File: src/design/grm_ram.sv
module grm_ram #(
   parameter int WIDTH = 8,
   parameter int DEPTH = 16,
   localparam int AW = (DEPTH > 1) ? $clog2(DEPTH) : 1
) (
   input  logic             clock,
   input  logic             wr_en,
   input  logic [AW-1:0]    wr_addr,
   input  logic [WIDTH-1:0] wr_data,
   input  logic [AW-1:0]    rd_addr,
   output logic [WIDTH-1:0] rd_data
);

   logic [WIDTH-1:0] mem_ff [DEPTH];
   logic [WIDTH-1:0] rd_data_ff;

   always_ff @(posedge clock) begin
      if (wr_en) begin
         mem_ff[wr_addr] <= wr_data;
      end
      rd_data_ff <= mem_ff[rd_addr];
   end

   assign rd_data = rd_data_ff;

endmodule

File: config.mk
export PLATFORM = sky130hd
export DESIGN_NAME = grm_ram
export DESIGN_NICKNAME = d
export VERILOG_FILES = /design/src/design/grm_ram.sv
export SDC_FILE = /design/constraint.sdc
export NUM_CORES = 1
export LEC_CHECK = 0
export BUFFER_PORTS_ARGS = -buffer_cell sky130_fd_sc_hd__buf_2
export CORE_ASPECT_RATIO = 1.5
export CORE_MARGIN = 8
export CORE_UTILIZATION = 35
export CTS_CLUSTER_SIZE = 30
export DETAILED_ROUTE_END_ITERATION = 10
export GPL_TIMING_DRIVEN = 0
export PLACE_DENSITY = 0.56
export SYNTH_ARGS = -nofsm -noshare
export SYNTH_HDL_FRONTEND = slang
export SYNTH_SLANG_ARGS = --single-unit
File: constraint.sdc
create_clock -name clock -period 1.9 [get_ports clock]
set_input_delay 0.19 -clock clock [delete_from_list [all_inputs] [get_ports clock]]
set_output_delay 0.19 -clock clock [all_outputs]
set_load 0.02 [all_outputs]
## Word level (Yosys, flattened, before mapping)

Memory sizes are Yosys's and may differ from the RTL's. A register that Yosys moved wholly into a read port is not among the register bits.
Index checks and enable logic that the tools add are counted.

- Output and inout bits: 8
- RAM bits: 128
- Bits of input ports: 18
- Register bits: 0
- Memories: 1
- Word-level logic and storage cells: 3

Memory list:

| name | depth | width | read ports | clocked after Yosys merged registers in | write ports | RTL line | text |
|---|---|---|---|---|---|---|---|
| mem_ff | 16 | 8 | 1 | 1 | 1 | 14 | `logic [WIDTH-1:0] mem_ff [DEPTH];` |

- Muxes and demuxes: 2

Operator list:

| kind | count |
|---|---|
| $mux W1 | 2 |

## Logic depth before layout (Yosys ltp)

Gate-level depths: netlist of run 1.

- Depth after elaboration: 2
- Mapped depth: 5
- Depth with buffers taken out: 3

## Least setup slack after synthesis of run 1

No wires, ideal clock.

- Kind: input to register
- Start point: input wr_addr[2]
- End point: memory mem_ff[0][0], enable pin
- Path slack: 0.217 ns
- Buffers on the path: 0
- Stages on the path: 2
- Data arrival time: 1.300 ns
- Cells stage by stage: or3b_2 -> nor3_1

RTL lines:

| element | RTL line | text |
|---|---|---|
| from (decl) | 8 | `input logic [AW-1:0] wr_addr,` |
| to (decl) | 14 |  |

No word-level cell before the write port.

## Final worst setup path of run 1

- Start point: input wr_en
- End point: memory mem_ff[12][2], enable pin

- Longest elaborated chain between the ends: 2

Ends and longest elaborated chain:

| element | RTL line | text |
|---|---|---|
| from (decl) | 7 | `input logic wr_en,` |
| $mux W1 | 18 | `if (wr_en) begin` |
| $mux W1 (implied by the code) | 19 | `mem_ff[wr_addr] <= wr_data;` |

Every way passes these cells.

==> results of run 1 <==
==> routing by layer <==
| metal | track usage | routed length (um) |
|---|---|---|
| met1 | 0.136 | 4250 |
| met2 | 0.202 | 5420 |
| met3 | 0.0293 | 430 |
| met4 | 0.0582 | 214 |
| met5 | 0 | 0 |
==> per-stage QoR <==
| stage | area [um^2] | TNS, ps |
|---|---|---|
| global route | 6060 | 0 |
| CTS | 6060 | 0 |
| global placement | 5510 | -5530 |
| finish | 6060 | 0 |
| detailed placement | 5510 | -4710 |
| floorplan | 5150 | 0 |
==> how the worst max path moves through the flow <==
| stage | start | cells after the start | slack, ps | endpoint |
|---|---|---|---|---|
| 6_report | wr_en | 3 | 440 | mem_ff[12][2]$_DFFE_PP_ |
| 5_1_grt | wr_addr[3] | 3 | 320 | mem_ff[4][5]$_DFFE_PP_ |
| 4_1_cts | wr_addr[2] | 3 | 300 | mem_ff[8][7]$_DFFE_PP_ |
| 3_5_place_dp | wr_addr[2] | 3 | -440 | mem_ff[0][3]$_DFFE_PP_ |
| 3_3_place_gp | wr_addr[2] | 3 | -430 | mem_ff[0][3]$_DFFE_PP_ |
| 2_1_floorplan | wr_addr[2] | 2 | 220 | mem_ff[0][0]$_DFFE_PP_ |
==> worst max-delay path, delay by kind of cell <==
kind	cells	cell delay (ps)
simple gates	2	1170
buf+inv	1	100
==> state kept, by name, indices dropped and copies added, names as in the netlist <==
| signal | cells |
|---|---|
| rd_data | 8 |
| mem_ff | 128 |
==> synth_stat cells <==
library cell	n	area, um^2
edfxtp_1	128	3840
or3b_2	1	8.76
mux4_1	14	368
nor2b_1	1	6.26
buf_6	3	33.8
and2_1	1	6.26
clkdlybuf4s25_2	3	30.0
nand2_1	9	33.8
a22oi_1	16	120
nand3b_1	2	15.0
nand3_1	1	5.00
buf_2	3	15.0
and2b_1	1	7.51
nand2b_1	2	12.5
nor2_1	13	48.8
buf_4	1	7.51
dfxtp_1	8	160
mux4_2	18	405
nor3_1	4	20.0
==> power groups by stage <==
stage | Sequential, uW | Combinational [uW] | Clock [uW]
floorplan | 3460 | 170 | 0
global placement | 3430 | 347 | 0
detailed placement | 3430 | 351 | 0
CTS | 3370 | 353 | 3000
global route | 3380 | 370 | 3120
finish | 3370 | 344 | 2960
==> cells by family (layout without fill, tap and decap cells) <==
kind of cell | Yosys count | in the layout | synth area share
flops | 136 | 136 | 0.778
simple gates | 35 | 35 | 0.0318
buf+inv | 10 | 65 | 0.0168
mux | 32 | 32 | 0.150
compound gates | 16 | 16 | 0.0233
==> final cells by class <==
type                    count  area (um^2)
well taps                 196          245
multi-input cells          83         1070
repair buffers             24          120
fillers                  1290         8400
plain buffers              10         86.3
clock inverters            13          109
clock buffers              18          429
flip-flops and latches    136         4000
==> repair_timing <==
action	in CTS	in global routing
setup endpoints to repair	8	0
hold buffers	0	0
setup buffers	0	0
gates resized for setup	1	0
==> qor.txt, run 1 <==
Status - finished, final reports clean
Initial antenna violation count - 0
RSZ-0062 raised after global routing - no
Yosys Warn Count - 0
Starting Density - 0.356
Fmax - 686 MHz
Net Sw Frac - 0.211
H-tree level count - 4
Commonest non-fill, non-tap cell in the layout - edfxtp_1
CTS buffer count - 17
CP startpoint kind - input port
Worst Path Required - 1910 ps
NumNets Final - 290
Critical path, cell by cell - buf_2 -> nand3_1 -> nor3_1
Setup WS post-layout - 443 ps
Hold EP - mem_ff[4][6]$_DFFE_PP_
Number of global-route vias before repair - 2520
Worst r2r src - mem_ff[1][2]$_DFFE_PP_
Row count - 54
R2R setup slack - 490 ps
Clock skew - 6.43 ps
Final HPWL DP - 6.91 mm
Gr ovfl total - 0
IO Pins - 26
Hold crit path type - input port to flop
Die area - 0.0189 mm^2
Clock sinks - 136
Largest stage delay, worst path - 1000 ps
WHS Path Cells - 1
# DRC - 0
First-pass GRT wire length - 15.7 mm
Die H - 165 um
Hold path start - wr_data[6]
Comb pwr share - 0.052
Placed insts - 449
Seq/Total Area, Yosys - 0.778
Max IR drop VDD - 0.548 mV
Final antenna diode count - 0
Final setup viols - 0
Clock power share - 0.443
Routed Antenna Nets - 0
CP max FO - 8
Final slew viol count - 0
Post-synth cell types - 19
Initial DRC count - 127
Worst Tran Pin Value - 1270 ps
Core Box Area - 0.0145 mm^2
Final worst path period need - 1460 ps
Post-Syn Area - 0.00515 mm^2
Most frequent cells in the layout - edfxtp_1, buf_2, mux4_2
#FFs+latches synth - 136
Worst hold slack - 181 ps
Avg Vias per Cell - 4.85
Cell Count, Final, Fillers Out - 480
Vias - 2328
Arrival @ worst endpoint - 1470 ps
Clock Pin Slew Worst Setup and Hold Paths - 60 ps
Pwr dens - 1100 mW/mm^2
IO buf count - 24
Root Buffer - clkbuf_16
Max-Cap Viols - 0
Fin. Hold Viols - 0
Worst skew pair latency - 410 ps
Post-Syn Nets - 247
Pin count of the biggest net entering global routing - 17
TritonRoute pass-1 iters - 4
Leak Pwr - 0.00199 uW
Final Power - 6670 uW
Syn-to-layout area delta - 17.7%
TritonCTS clock tree - built
Avg Inst Size Synth - 22.5 um^2
Final wirelength - 10.3 mm
Worst Setup Path Type - input port to flop
Avg WL per Cell - 21.5 um
Reg power frac - 0.505
FF-to-FF path depth - 3
Placer Congestion - 0.780
GRT Total Usage - 0.119
Layout Utilization - 0.419
Crit end category - flop
P_int - 5270 uW
Slew HR - 0.150
Period utilisation layout - 0.767
Max Buffers Root-to-Sink - 2
Die width - 115 um
Slowest cell on the critical path - nor3_1
Worst slack at placement - -441 ps
Net Switching - 1410 uW
Layout cell share with drive strength beyond 1 - 0.292
Mapped Cells - 229
Reg2reg end - rd_data[2]$_DFF_P_
No activity file was read; power rests on OpenSTA's default activity.
==> inputs of run 2 (changes only) <==
Settings changed: ABC_AREA from default to 1, PLACE_DENSITY 0.56 to 0.58.
Clock period 1.9 ns to 1.17 ns, I/O delays scaled along.
==> qor.txt, run 2 <==
Gr ovfl total - 0 (unchanged)
Yosys top cell area share - 0.667 (-0.0802)
Status - finished, final reports clean
Max reg flops - 128 (unchanged)
R2R setup slack - 90 ps (-400 ps)
Synth Flop Type - edfxtp_1
CTS buffer count - 17 (unchanged)
Pin count of the biggest net entering global routing - 17 (unchanged)
CP startpoint kind - input port
Slew HR - 0.448 (+0.298)
Top cells by area, synth - edfxtp_1, nand2_1, nand3_1, inv_1, dfxtp_1
#FFs+latches synth - 136 (unchanged)
Clock Pin Slew Worst Setup and Hold Paths - 60 ps (about the same)
Worst Setup Path Type - input port to flop
Period utilisation layout - 0.964
Final worst path period need - 1130 ps
Commonest non-fill, non-tap cell in the layout - nand2_1
Avg Vias per Cell - 4.80 (-1.0%)
Fmax - 886 MHz
Die width - 121 um (+5.0%)
IO buf count - 22 (-8.3%)
Layout cell share with drive strength beyond 1 - 0.126 (-0.167)
Max-Cap Viols - 0 (unchanged)
Initial antenna violation count - 0 (unchanged)
Die area - 0.0209 mm^2 (+11%)
Filler cells - 1501 (+16%)
Starting Density - 0.356 (about the same)
TritonRoute pass-1 iters - 5 (+1)
Vias - 3894 (+67%)
Pwr dens - 1700 mW/mm^2 (+54%)
# DRC - 0 (unchanged)
Layout Utilization - 0.415 (-0.00454)
Post_cts resized - 0 (-1)
IO Pins - 26 (unchanged)
CP max FO - 8 (unchanged)
Leak Pwr - 0.00288 uW (+44%)
Most flops, register - mem_ff
Final setup viols - 0 (unchanged)
Root Buffer - clkbuf_16
Yosys Warn Count - 0 (unchanged)
Most frequent cell after synthesis - nand2_1
First-pass GRT wire length - 22.2 mm (+41%)
Setup Fix Bufs, Post-CTS - 0 (unchanged)
Arrival @ worst endpoint - 1160 ps (-310 ps)
Worst Path Required - 1210 ps (-700 ps)
NumNets Final - 610 (+110%)
TritonCTS clock tree - built
H-tree level count - 4 (unchanged)
Number of global-route vias before repair - 3971 (+58%)
Final slew viol count - 0 (unchanged)
Syn-to-layout area delta - 16.4%
Worst hold slack - 134 ps (-46.6 ps)
Clock sinks - 136 (unchanged)
Post-Syn Area - 0.00577 mm^2 (+12%)
Initial DRC count - 346 (+170%)
Row count - 57 (+5.6%)
Avg Inst Size Synth - 10.5 um^2 (-53%)
Crit end category - flop
Clock skew - 5.96 ps (-0.466 ps)
Fin. Hold Viols - 0 (unchanged)
GRT Total Usage - 0.143 (+0.0249)
Mapped Cells - 551 (+140%)
Post-Syn Nets - 569 (+130%)
Hold crit path type - input port to flop
RSZ-0062 raised after global routing - yes
Max Buffers Root-to-Sink - 2 (unchanged)
Post-synth cell types - 12 (-7)
Ys async rst share - 0 (unchanged)
Max IR drop VDD - 0.944 mV (+72%)
Routed Antenna Nets - 0 (unchanged)
Synth cell count leaders - nand2_1, edfxtp_1, inv_1
Number of synthesized flops with an enable pin - 128 (unchanged)
Leading area contributor after synthesis - edfxtp_1
Worst Tran Pin Value - 825 ps (-441 ps)
Seq/Total Area, Yosys - 0.694 (-0.0835)
Final wirelength - 14.3 mm (+39%)
Worst skew pair latency - 410 ps (about the same)
Final antenna diode count - 0 (unchanged)
Placer Congestion - 0.930 (+19%)
Core Box Area - 0.0162 mm^2 (+12%)
Avg WL per Cell - 17.7 um (-18%)
Most frequent cells in the layout - nand2_1, edfxtp_1, inv_1
Final HPWL DP - 9.73 mm (+41%)
Hold buffer count at CTS - 0 (unchanged)
Die H - 173 um (+5.3%)
[run 2: changes by cell type after synthesis, sizes merged]
cell	before	now
and2	1	0
inv	0	102
nand2	9	173
buf	7	24
nand2b	2	0
nand3	1	97
mux4	32	0
a22oi	16	0
or3b	1	0
nor2	13	17
clkdlybuf4s25	3	0
nor3	4	0
nor2b	1	0
and2b	1	0
[run 2: where the power goes]
group / total, uW / leakage, uW / switching [uW] / internal [uW]
Clock: 5190 / 0.000265 / 2050 / 3130
Combinational: 751 / 0.00139 / 541 / 209
Sequential: 5470 / 0.00122 / 26.8 / 5450
Total: 11400 / 0.00288 / 2620 / 8790
[run 2: path summary, 6_finish.rpt]
path,start,to,depth (start not counted)
min,wr_data[1],mem_ff[0][1]$_DFFE_PP_,1
min reg2reg,mem_ff[10][6]$_DFFE_PP_,rd_data[6]$_DFF_P_,6
max,wr_addr[2],mem_ff[11][2]$_DFFE_PP_,3
max reg2reg,mem_ff[6][5]$_DFFE_PP_,rd_data[5]$_DFF_P_,6
[run 2: stage by stage]
stage / cells / total power [uW] / setup WS (ps) / setup TNS [ps] / area [um^2]
finish: 811 / 11400 / 41.9 / 0 / 6710
global placement: 779 / 6310 / -372 / -34180 / 6130
CTS: 811 / 11400 / 42.6 / 0 / 6710
detailed placement: 779 / 6320 / -387 / -37700 / 6130
global route: 811 / 11700 / -2.64 / -4.79 / 6710
floorplan: 551 / 6000 / 102 / 0 / 5770
[run 2: critical path, cell delays in order]
cell      delay, ps
buf_2           110
nand3b_1        260
nor2_1          670
[run 2: cell type report]
type / instances / area, um^2 / share of cell area
clock buffers: 17 / 425 / 0.0634
clock inverters: 15 / 153 / 0.0227
flip-flops and latches: 136 / 4000 / 0.596
plain buffers: 24 / 166 / 0.0248
inverters: 102 / 383 / 0.0570
well taps: 206 / 258 / 0.0384
repair buffers: 22 / 110 / 0.0164
multi-input cells: 289 / 1210 / 0.181
[run 2: cells by family after synthesis]
logic type	count (synthesis)	share of synthesized area
buffers and inverters	126	0.0952
DFF	136	0.694
and+or+nand+nor	289	0.210
[run 2: routing by layer]
layer / part of all wire / wire length (um) / GRT usage / vias up
met1: 0.38 / 5420 / 0.149 / 1851
met3: 0.046 / 660 / 0.0245 / 39
met2: 0.53 / 7560 / 0.257 / 150
li1: - / - / - / 1854
met5: 0 / 0 / 0 / -
met4: 0.049 / 699 / 0.0951 / 0
